<file path="config.mk">
export PLATFORM = sky130hd
export DESIGN_NAME = g711_companding_codec_core
export DESIGN_NICKNAME = d
export VERILOG_FILES = /design/src/rtl/g711_pkg.sv /design/src/rtl/g711_companding_codec_core.sv
export SDC_FILE = /design/constraint.sdc
export NUM_CORES = 1
export LEC_CHECK = 0
export BUFFER_PORTS_ARGS = -buffer_cell sky130_fd_sc_hd__buf_2
export CAP_MARGIN = 40
export CELL_PAD_IN_SITES_DETAIL_PLACEMENT = 1
export CELL_PAD_IN_SITES_GLOBAL_PLACEMENT = 2
export CORE_ASPECT_RATIO = 0.9
export CORE_MARGIN = 10
export CORE_UTILIZATION = 40
export CTS_CLUSTER_DIAMETER = 200
export DETAILED_ROUTE_END_ITERATION = 16
export GPL_TIMING_DRIVEN = 0
export PLACE_DENSITY = 0.9
export SYNTH_ARGS = -nofsm -noshare
export SYNTH_HDL_FRONTEND = slang
export SYNTH_SLANG_ARGS = --single-unit
</file>
<file path="constraint.sdc">
create_clock -name clk -period 15.4 [get_ports clk]
set_input_delay 1.54 -clock clk [delete_from_list [all_inputs] [get_ports clk]]
set_output_delay 1.54 -clock clk [all_outputs]
set_load 0.05 [all_outputs]
</file>
<file path="src/rtl/g711_pkg.sv">
// g711_pkg: operation codes, scaling and companding constants and the mu-law
// segment table for the g711 companding codec core. No dependencies.
package g711_pkg;

	typedef enum logic [2:0] {
		OP_ALAW_ENC        = 3'd0,
		OP_ULAW_ENC        = 3'd1,
		OP_ALAW_DEC_FULL   = 3'd2,
		OP_ULAW_DEC_FULL   = 3'd3,
		OP_ALAW_DEC_SCALED = 3'd4,
		OP_ULAW_DEC_SCALED = 3'd5
	} op_t;

	localparam int SCALED_BITS = 9;
	localparam int SCALE_SHIFT = 15 - SCALED_BITS;

	localparam logic [7:0]  ALAW_XOR   = 8'h55;
	localparam logic [7:0]  ALAW_POS   = 8'hD5;
	localparam logic [14:0] ULAW_BIAS  = 15'h0084;
	localparam logic [15:0] ULAW_CLIP  = 16'd32635;
	localparam logic [14:0] MAG_MAX    = 15'h7FFF;
	localparam logic [7:0]  ULAW_ZTRAP = 8'h02;
	localparam logic [7:0]  ULAW_FF    = 8'hFF;
	localparam logic [7:0]  ULAW_FFMAP = 8'h7F;

	// lower edge of each mu-law segment
	function automatic logic [14:0] ulaw_seg_base(input logic [2:0] e);
		logic [14:0] b;
		unique case (e)
			3'd0: b = 15'd0;
			3'd1: b = 15'd132;
			3'd2: b = 15'd396;
			3'd3: b = 15'd924;
			3'd4: b = 15'd1980;
			3'd5: b = 15'd4092;
			3'd6: b = 15'd8316;
			3'd7: b = 15'd16764;
		endcase
		return b;
	endfunction

endpackage

</file>
<file path="src/rtl/g711_companding_codec_core.sv">
// g711_companding_codec_core: two-stage G.711 A-law / mu-law encoder and decoder.
// Depends on g711_pkg for op codes, scaling and the mu-law segment table.
// A request is captured into the stage-1 registers and its result into code_out and
// linear_out with done. Throughput: one request per cycle, busy is never high.
// Reset (arst_n low, asynchronous) clears the stage valid bits; results are never
// stalled, as the receiver takes each one in the cycle it is shown.
module g711_companding_codec_core
	import g711_pkg::*;
(
	input  logic               clk,
	input  logic               arst_n,
	input  logic               start,
	output logic               busy,
	input  logic [2:0]         op,
	input  logic signed [15:0] linear_sample,
	input  logic [7:0]         code_byte,
	output logic               done,
	output logic [7:0]         code_out,
	output logic signed [15:0] linear_out
);

	// segment number from the top seven bits of a 15-bit magnitude
	function automatic logic [2:0] seg_of(input logic [6:0] hi);
		logic [2:0] s;
		s = 3'd0;
		for (int i = 0; i < 7; i++) begin
			if (hi[i]) s = 3'(i + 1);
		end
		return s;
	endfunction

	logic               valid_s1;
	logic [2:0]         op_s1;
	logic signed [15:0] sample_s1;
	logic [7:0]         code_s1;

	assign busy = 1'b0;

	always_ff @(posedge clk or negedge arst_n) begin
		if (!arst_n) begin
			valid_s1 <= 1'b0;
		end else begin
			valid_s1 <= start && !busy;
		end
	end

	always_ff @(posedge clk) begin
		if (start && !busy) begin
			op_s1     <= op;
			sample_s1 <= linear_sample;
			code_s1   <= code_byte;
		end
	end

	// magnitude, unsigned; -32768 gives 0x8000
	logic [15:0] abs16;
	assign abs16 = sample_s1[15] ? 16'(-sample_s1) : 16'(sample_s1);

	// a-law encode
	logic [14:0] a_mag;
	logic [2:0]  a_seg;
	logic [3:0]  a_sh;
	logic [14:0] a_shifted;
	logic [7:0]  a_enc;

	assign a_mag     = abs16[15] ? MAG_MAX : abs16[14:0];
	assign a_seg     = seg_of(a_mag[14:8]);
	assign a_sh      = (a_seg == 3'd0) ? 4'd4 : (4'(a_seg) + 4'd3);
	assign a_shifted = a_mag >> a_sh;
	assign a_enc     = {1'b0, a_seg, a_shifted[3:0]} ^ (sample_s1[15] ? ALAW_XOR : ALAW_POS);

	// mu-law encode
	logic [14:0] u_mag;
	logic [14:0] u_biased;
	logic [2:0]  u_exp;
	logic [14:0] u_shifted;
	logic [7:0]  u_raw;
	logic [7:0]  u_enc;

	assign u_mag     = (abs16 > ULAW_CLIP) ? ULAW_CLIP[14:0] : abs16[14:0];
	assign u_biased  = u_mag + ULAW_BIAS;
	assign u_exp     = seg_of(u_biased[14:8]);
	assign u_shifted = u_biased >> (4'(u_exp) + 4'd3);
	assign u_raw     = ~{sample_s1[15], u_exp, u_shifted[3:0]};

	always_comb begin
		priority if (u_raw == 8'h00) begin
			u_enc = ULAW_ZTRAP;
		end else if (u_raw == ULAW_FF) begin
			u_enc = ULAW_FFMAP;
		end else begin
			u_enc = u_raw;
		end
	end

	// a-law decode
	logic [7:0]         a_code;
	logic [14:0]        a_step;
	logic signed [15:0] a_dec;

	assign a_code = code_s1 ^ ALAW_XOR;
	assign a_step = (a_code[6:4] == 3'd0) ? {7'd0, a_code[3:0], 4'd0}
		: (15'({1'b1, a_code[3:0], 4'd0}) << (a_code[6:4] - 3'd1));
	assign a_dec  = a_code[7] ? $signed({1'b0, a_step}) : -$signed({1'b0, a_step});

	// mu-law decode, negative zero falls out as zero
	logic [7:0]         u_code;
	logic [14:0]        u_step;
	logic signed [15:0] u_dec;

	assign u_code = ~code_s1;
	assign u_step = (15'(u_code[3:0]) << (4'(u_code[6:4]) + 4'd3)) + ulaw_seg_base(u_code[6:4]);
	assign u_dec  = u_code[7] ? -$signed({1'b0, u_step}) : $signed({1'b0, u_step});

	logic [7:0]         code_d;
	logic signed [15:0] lin_d;

	always_comb begin
		code_d = 8'd0;
		lin_d  = 16'sd0;
		unique case (op_s1)
			OP_ALAW_ENC:        code_d = a_enc;
			OP_ULAW_ENC:        code_d = u_enc;
			OP_ALAW_DEC_FULL:   lin_d  = a_dec;
			OP_ULAW_DEC_FULL:   lin_d  = u_dec;
			OP_ALAW_DEC_SCALED: lin_d  = a_dec >>> SCALE_SHIFT;
			OP_ULAW_DEC_SCALED: lin_d  = u_dec >>> SCALE_SHIFT;
			default: begin
				code_d = 8'd0;
				lin_d  = 16'sd0;
			end
		endcase
	end

	always_ff @(posedge clk or negedge arst_n) begin
		if (!arst_n) begin
			done <= 1'b0;
		end else begin
			done <= valid_s1;
		end
	end

	always_ff @(posedge clk) begin
		if (valid_s1) begin
			code_out   <= code_d;
			linear_out <= lin_d;
		end
	end

	a_req_to_done: assert property (@(posedge clk) disable iff (!arst_n)
		(start && !busy) |-> ##2 done)
		else $error("request did not produce a result two cycles later");

	a_done_has_req: assert property (@(posedge clk) disable iff (!arst_n)
		done |-> $past(valid_s1))
		else $error("result strobe without a request in flight");

	a_one_field: assert property (@(posedge clk) disable iff (!arst_n)
		done |-> (code_out == 8'd0) || (linear_out == 16'sd0))
		else $error("both code and linear result non-zero");

	a_enc_no_lin: assert property (@(posedge clk) disable iff (!arst_n)
		(valid_s1 && (op_s1 == OP_ALAW_ENC || op_s1 == OP_ULAW_ENC)) |=> (linear_out == 16'sd0))
		else $error("encode request gave a linear value");

endmodule

</file>
-- Word-level counts from Yosys, hierarchy flattened
Memory sizes are Yosys's and may differ from the RTL's.
Cells that the tools add are included.
- register bits after elaboration: 53
- bits in latches: 0
- bits in writable memories: 0
- memory bits (read-only): 96
- input bits: 30
- output and inout port bits: 26
- memories kept: 1
- memory list (name ; depth ; width ; rd ports ; clocked after memory_dff ; write ports ; RTL line ; source):
    (name not given) ; 8 ; 12 ; 1 ; 0 ; 0 ; g711_pkg.sv:29 ; unique case (e)
- $add $sub $neg: 9
- $mul: 0
- div/mod/pow operators: 0
- magnitude comparators: 1
- eq/ne operators: 6
- shifts and indexed selects: 4
- multiplexer cells: 26
- bitwise logic cells: 4
- reduce and logical (&&, ||, !) cells: 4
- operators by type and width (operator ; count):
    $pmux W16 S4 ; 1
    $mux W16 ; 3
    $mux W15 ; 3
    $neg A15 Y16 ; 2
    $mux W3 ; 10
    $shr A15 B4 Y4 ; 2
    $mux W8 ; 3
    $gt A16 B15 Y1 const B ; 1
    $neg A16 Y16 ; 1
    $not A8 Y8 ; 2
    $pmux W8 S2 ; 1
    $add A15 B15 Y15 ; 1
    $add A15 B8 Y15 const B ; 1
    $shl A4 B4 Y15 ; 1
    $shl A9 B3 Y15 ; 1
    $add A3 B2 Y4 const B ; 3
    $logic_not A3 Y1 ; 3
    $eq A8 B8 Y1 const B ; 1
    $logic_not A8 Y1 ; 1
    $xor A7 B8 Y8 ; 1
    $eq A3 B2 Y1 const B ; 2
    $eq A3 B3 Y1 const B ; 2
    $mux W2 ; 2
    $mux W4 ; 1
    4 further kinds ; 5

-- Logic depth before layout (Yosys ltp)
- depth after elaboration: 19
- mapped depth: 23

-- Least setup slack after synthesis
OpenSTA, ideal clock, no wires.
- kind: reg2reg
- from: register code_s1[4]
- to: register linear_out[6] (data pin)
- setup time: 0.256 ns
- arrival time: 4.747 ns
- data required time: 15.144 ns
- slack: 10.397 ns
- cell stages (with the launch flop): 22
- buffers on the path: 2
- clock period less this slack: 5.003 ns
- path through: edfxtp_1 -> clkinv_1 -> ha_1 -> clkbuf_1 -> clkbuf_1 -> o21ai_0 -> nor2_1 -> a31oi_1 -> or3_1 -> fa_1 -> nor2b_1 -> o21ai_0 -> a21boi_0 -> o21ai_0 -> a21oi_1 -> o21a_1 -> o21ai_0 -> a211oi_1 -> a21oi_1 -> xnor2_1 -> mux2_2 -> a22o_1
- word-level cells in the longest chain between the ends: 7
- ends and longest elaborated chain (what ; RTL line ; source):
    start: declaration ; g711_companding_codec_core.sv:35 ; logic [7:0] code_s1;
    start signal: assignment ; g711_companding_codec_core.sv:51 ; code_s1 <= code_byte;
    $not A8 Y8 / $not A4 Y4 (equally long branches) ; - ;
    $add A3 B2 Y4 / $sub A3 B1 Y3 (equally long branches) ; g711_companding_codec_core.sv:112, g711_companding_codec_core.sv:103 ;
    $shl A4 B4 Y15 / $shl A9 B3 Y15 (equally long branches) ; g711_companding_codec_core.sv:112, g711_companding_codec_core.sv:103 ;
    $add A15 B15 Y15 / $mux W15 (equally long branches) ; g711_companding_codec_core.sv:112, g711_companding_codec_core.sv:102 ;
    $neg A15 Y16, on equally long branches ; g711_companding_codec_core.sv:113, g711_companding_codec_core.sv:104 ;
    $mux W16, on equally long branches ; g711_companding_codec_core.sv:113, g711_companding_codec_core.sv:104 ;
    $pmux W16 S4 (*) ; g711_companding_codec_core.sv:121 ; unique case (op_s1)
    net lin_d[6] ; g711_companding_codec_core.sv:116 ; logic signed [15:0] lin_d;
    end signal: assignment ; g711_companding_codec_core.sv:146 ; linear_out <= lin_d;
    end: declaration ; g711_companding_codec_core.sv:19 ; output logic signed [15:0] linear_out
The timed path passes the listed nets; every way through them passes the cells marked *.
A chain may end at the register's enable or synchronous reset.

-- Worst setup path in the final report
Same ends and word-level chain as after synthesis.

==> flow_summary.yaml <==
run_status:
  outcome: "completed"
worst_hold_path:
  hold_class: "flip-flop to flip-flop"
  min_path_cells: 2
  worstHoldStart: "op_s1[1]$_DFFE_PP_"
pwr:
  powerDensity_nw_per_um2: 103
  p_leak_nw: 2.60
  peakVddDrop_uv: 51.6
grt:
  antenna_found_initial: 0
  grt_overflow: 0
  grt_use_total_pct: 18.1
  grt_pass1_wl_mm: 30.6
  grt_max_degree: 29
  grt_pass1_vias: 5829
sta:
  hold_viol: 0
  slew_headroom_pct: 44.6
  drv_slew: 0
  grt_setup_unrepaired: "no"
  fin_ws_ns: 9.29
  period_needed_ns: 6.11
  tns_ns: 0
  finalCritPeriodShare_pct: 39.7
  fmax_mhz: 164
  setup_viol: 0
  finalClockSkew_ns: 0.00456
  tightest_slew_ns: 0.831
yosys:
  synth_cells: 733
  synth_ff_type: "edfxtp_1"
  syn-cell-area_um2: 5990
  synth_top_cell_by_area: "edfxtp_1"
  async_flop_share_pct: 3.77
  synthesis.nets: 788
  yosysWarnings: 0
  synth_top_area_share_pct: 25.5
  synth-edff-count: 51
  synthTopCellsByArea: "edfxtp_1, ha_1, nor2_1"
  ys_seq_area_share_pct: 26.4
  syn_avg_cell_area_um2: 8.18
  ys_ff_latch: 53
  synth.distinct_cells: 86
floorplanning:
  io-pin-count: 56
  core_um2: 14700
  start_util_pct: 40.7
  design.die.area_um2: 20300
  die_w_um: 149
  die_y_um: 136
  num_rows: 42
clock_tree:
  numCtsBuffers: 5
  cts_max_path_buffers: 2
  cts_setup_buffers: 0
  cts_tree: "built"
  path_clk_slew_ns: 0.06
  ctsResizeCount: 0
  cts-root-buf: "clkbuf_16"
  cts_max_level: 2
  insertion_delay_ns: 0.29
  clock-sinks: 53
  hold_buffers: 0
critical_path:
  cp_num_buf_inv: 4
  crit_chain: "clkinv_1 -> ha_1 -> clkbuf_1 -> clkbuf_1 -> nand2_1 -> o21ai_0 -> nor2_1 -> a31oi_1 -> or3_1 -> inv_1 -> ha_1 -> a21o_1 -> a21oi_1 -> o21ai_0 -> a21oi_1 -> o21ai_0 -> a21oi_1 -> xnor2_1 -> a211oi_1 -> a21oi_1 -> xnor2_1 -> mux2_2 -> a22o_1"
  r2r-start: "code_s1[4]$_DFFE_PP_"
  cp_max_fo: 10
  rrSetupSlack_ns: 9.29
  slowest_stage: "a211oi_1"
  cp_top_family: "compound AO/OA/AOI/OAI gates"
  cp_common_cell: "a21oi_1"
  reg2reg_depth: 23
  cp.arrival_ns: 6.14
  cp_num_cells: 23
  cpPeakStageDelay_ns: 0.47
  end_kind: "flip-flop"
  critPathLaunch: "code_s1[4]$_DFFE_PP_"
  path_class: "flip-flop to flip-flop"
  start_kind: "flip-flop"
  required_ns: 15.44
flow_run:
  maxCapViolCount: 0
drt:
  ant_nets: 0
  drc: 0
  wire_per_inst_um: 19.0
  via_per_inst: 5.87
  drt_iter0_markers: 363
  drt_wl_total_mm: 18.9
  via_count: 5825
  dr.pass1.iters: 5
cells_and_area:
  fillers: 1792
  area_growth_pct: 11.4
  drive_above_1_share_pct: 15.1
  antenna-diode-count: 0
  final_nets: 849
place:
  dp.final_hpwl_mm: 15.6
  finalWeightedCongestion: 0.921
  port_buffers: 54
  dp_slack_ns: 9.40
==> final timing paths <==
path                                           endpoint
worst min register to register  linear_out[5]$_DFFE_PP_
worst min-delay path            linear_out[5]$_DFFE_PP_
min in group asynchronous            valid_s1$_DFF_PN0_
worst max register to register  linear_out[6]$_DFFE_PP_
max in group asynchronous                done$_DFF_PN0_
worst max-delay path            linear_out[6]$_DFFE_PP_
==> logic make-up after synthesis <==
group | Yosys count | synth area share [%]
muxes | 38 | 6.74
other | 1 | 0.0626
DFF | 53 | 26.4
adders and majority gates | 25 | 5.34
AOI/OAI and AO/OA | 222 | 24.7
buffers and inverters | 64 | 4.63
xor gates and xnor gates | 46 | 7.47
and+or+nand+nor | 284 | 24.7
==> layer usage <==
layer	vias to the layer above	routed length (um)	part of all wire [%]	global-route usage [%]
li1	2829	-	-	-
met1	2813	9620	51	26.8
met2	170	8060	43	27.4
met3	13	1060	5.6	3.02
met4	0	136	0.72	2.40
met5	-	0	0	0
==> per-stage QoR <==
stage,hold WS (ns),util (%),area [um2],cells,power [mW]
floorplan,0.710,-,5990,733,0.466
global placement,0.806,44.3,6510,985,0.546
detailed placement,0.840,44.3,6510,985,0.560
CTS,0.850,45.4,6680,993,0.683
global route,0.930,45.4,6680,993,0.730
finish,0.829,45.4,6680,993,0.685
==> final cells by class <==
type	count	area, um2	area share, %
sequential	53	1580	23.7
inverter	29	109	1.63
timing repair buffer	54	270	4.05
clock buffer	5	125	1.87
multi-input combinational	616	4140	61.9
clock inverter	3	41.3	0.618
buffer	35	169	2.53
tap	198	248	3.71
==> cells in the final DEF (no fill, tap or decap), types with 10 or more instances in the layout <==
| cell | count |
|---|---|
| o21ai_0 | 56 |
| a21oi_1 | 50 |
| edfxtp_1 | 51 |
| a211oi_1 | 12 |
| nand2b_1 | 15 |
| clkbuf_1 | 20 |
| nor2b_1 | 12 |
| nand3_1 | 19 |
| xnor2_1 | 24 |
| or3_1 | 10 |
| nand2_1 | 68 |
| xor2_1 | 16 |
| a31oi_1 | 18 |
| ha_1 | 24 |
| buf_2 | 60 |
| mux2i_1 | 28 |
| inv_1 | 27 |
| nor2_1 | 80 |
| nor3_1 | 21 |
==> sequential cells by signal, summed over array words and instances, names as in the netlist <==
name,flops
code_out,8
linear_out,16
sample_s1,16
valid_s1,1
done,1
op_s1,3
code_s1,8
==> worst min-delay path, stage by stage (launching register included) <==
cell and delay (ns):
edfxtp_1 0.41, nand2b_1 0.15, o2bb2ai_1 0.16
==> cells in the mapped netlist (all sizes together) (4+ instances only) <==
cell	count
a21o	8
clkbuf	20
nand4	5
a22o	4
nor3	23
o21a	6
xor2	18
nand3b	5
or2	6
a211oi	14
nor2b	12
nand2	70
or3	10
ha	24
nand2b	15
and3	9
a31oi	21
o22ai	7
o211ai	9
o21ai	61
nor2	81
or4	6
a21oi	51
nand3	19
a211o	5
buf	15
and2	5
inv	28
mux2i	28
edfxtp	51
o31ai	7
mux2	9
nor4	9
xnor2	28
nor3b	5
==> power by group <==
part	switching (mW)	leakage, nW	internal (mW)
clock network	0.0454	0.0775	0.0760
logic	0.248	2.01	0.129
registers	0.0113	0.518	0.176
(Power assumes the default switching activity.)
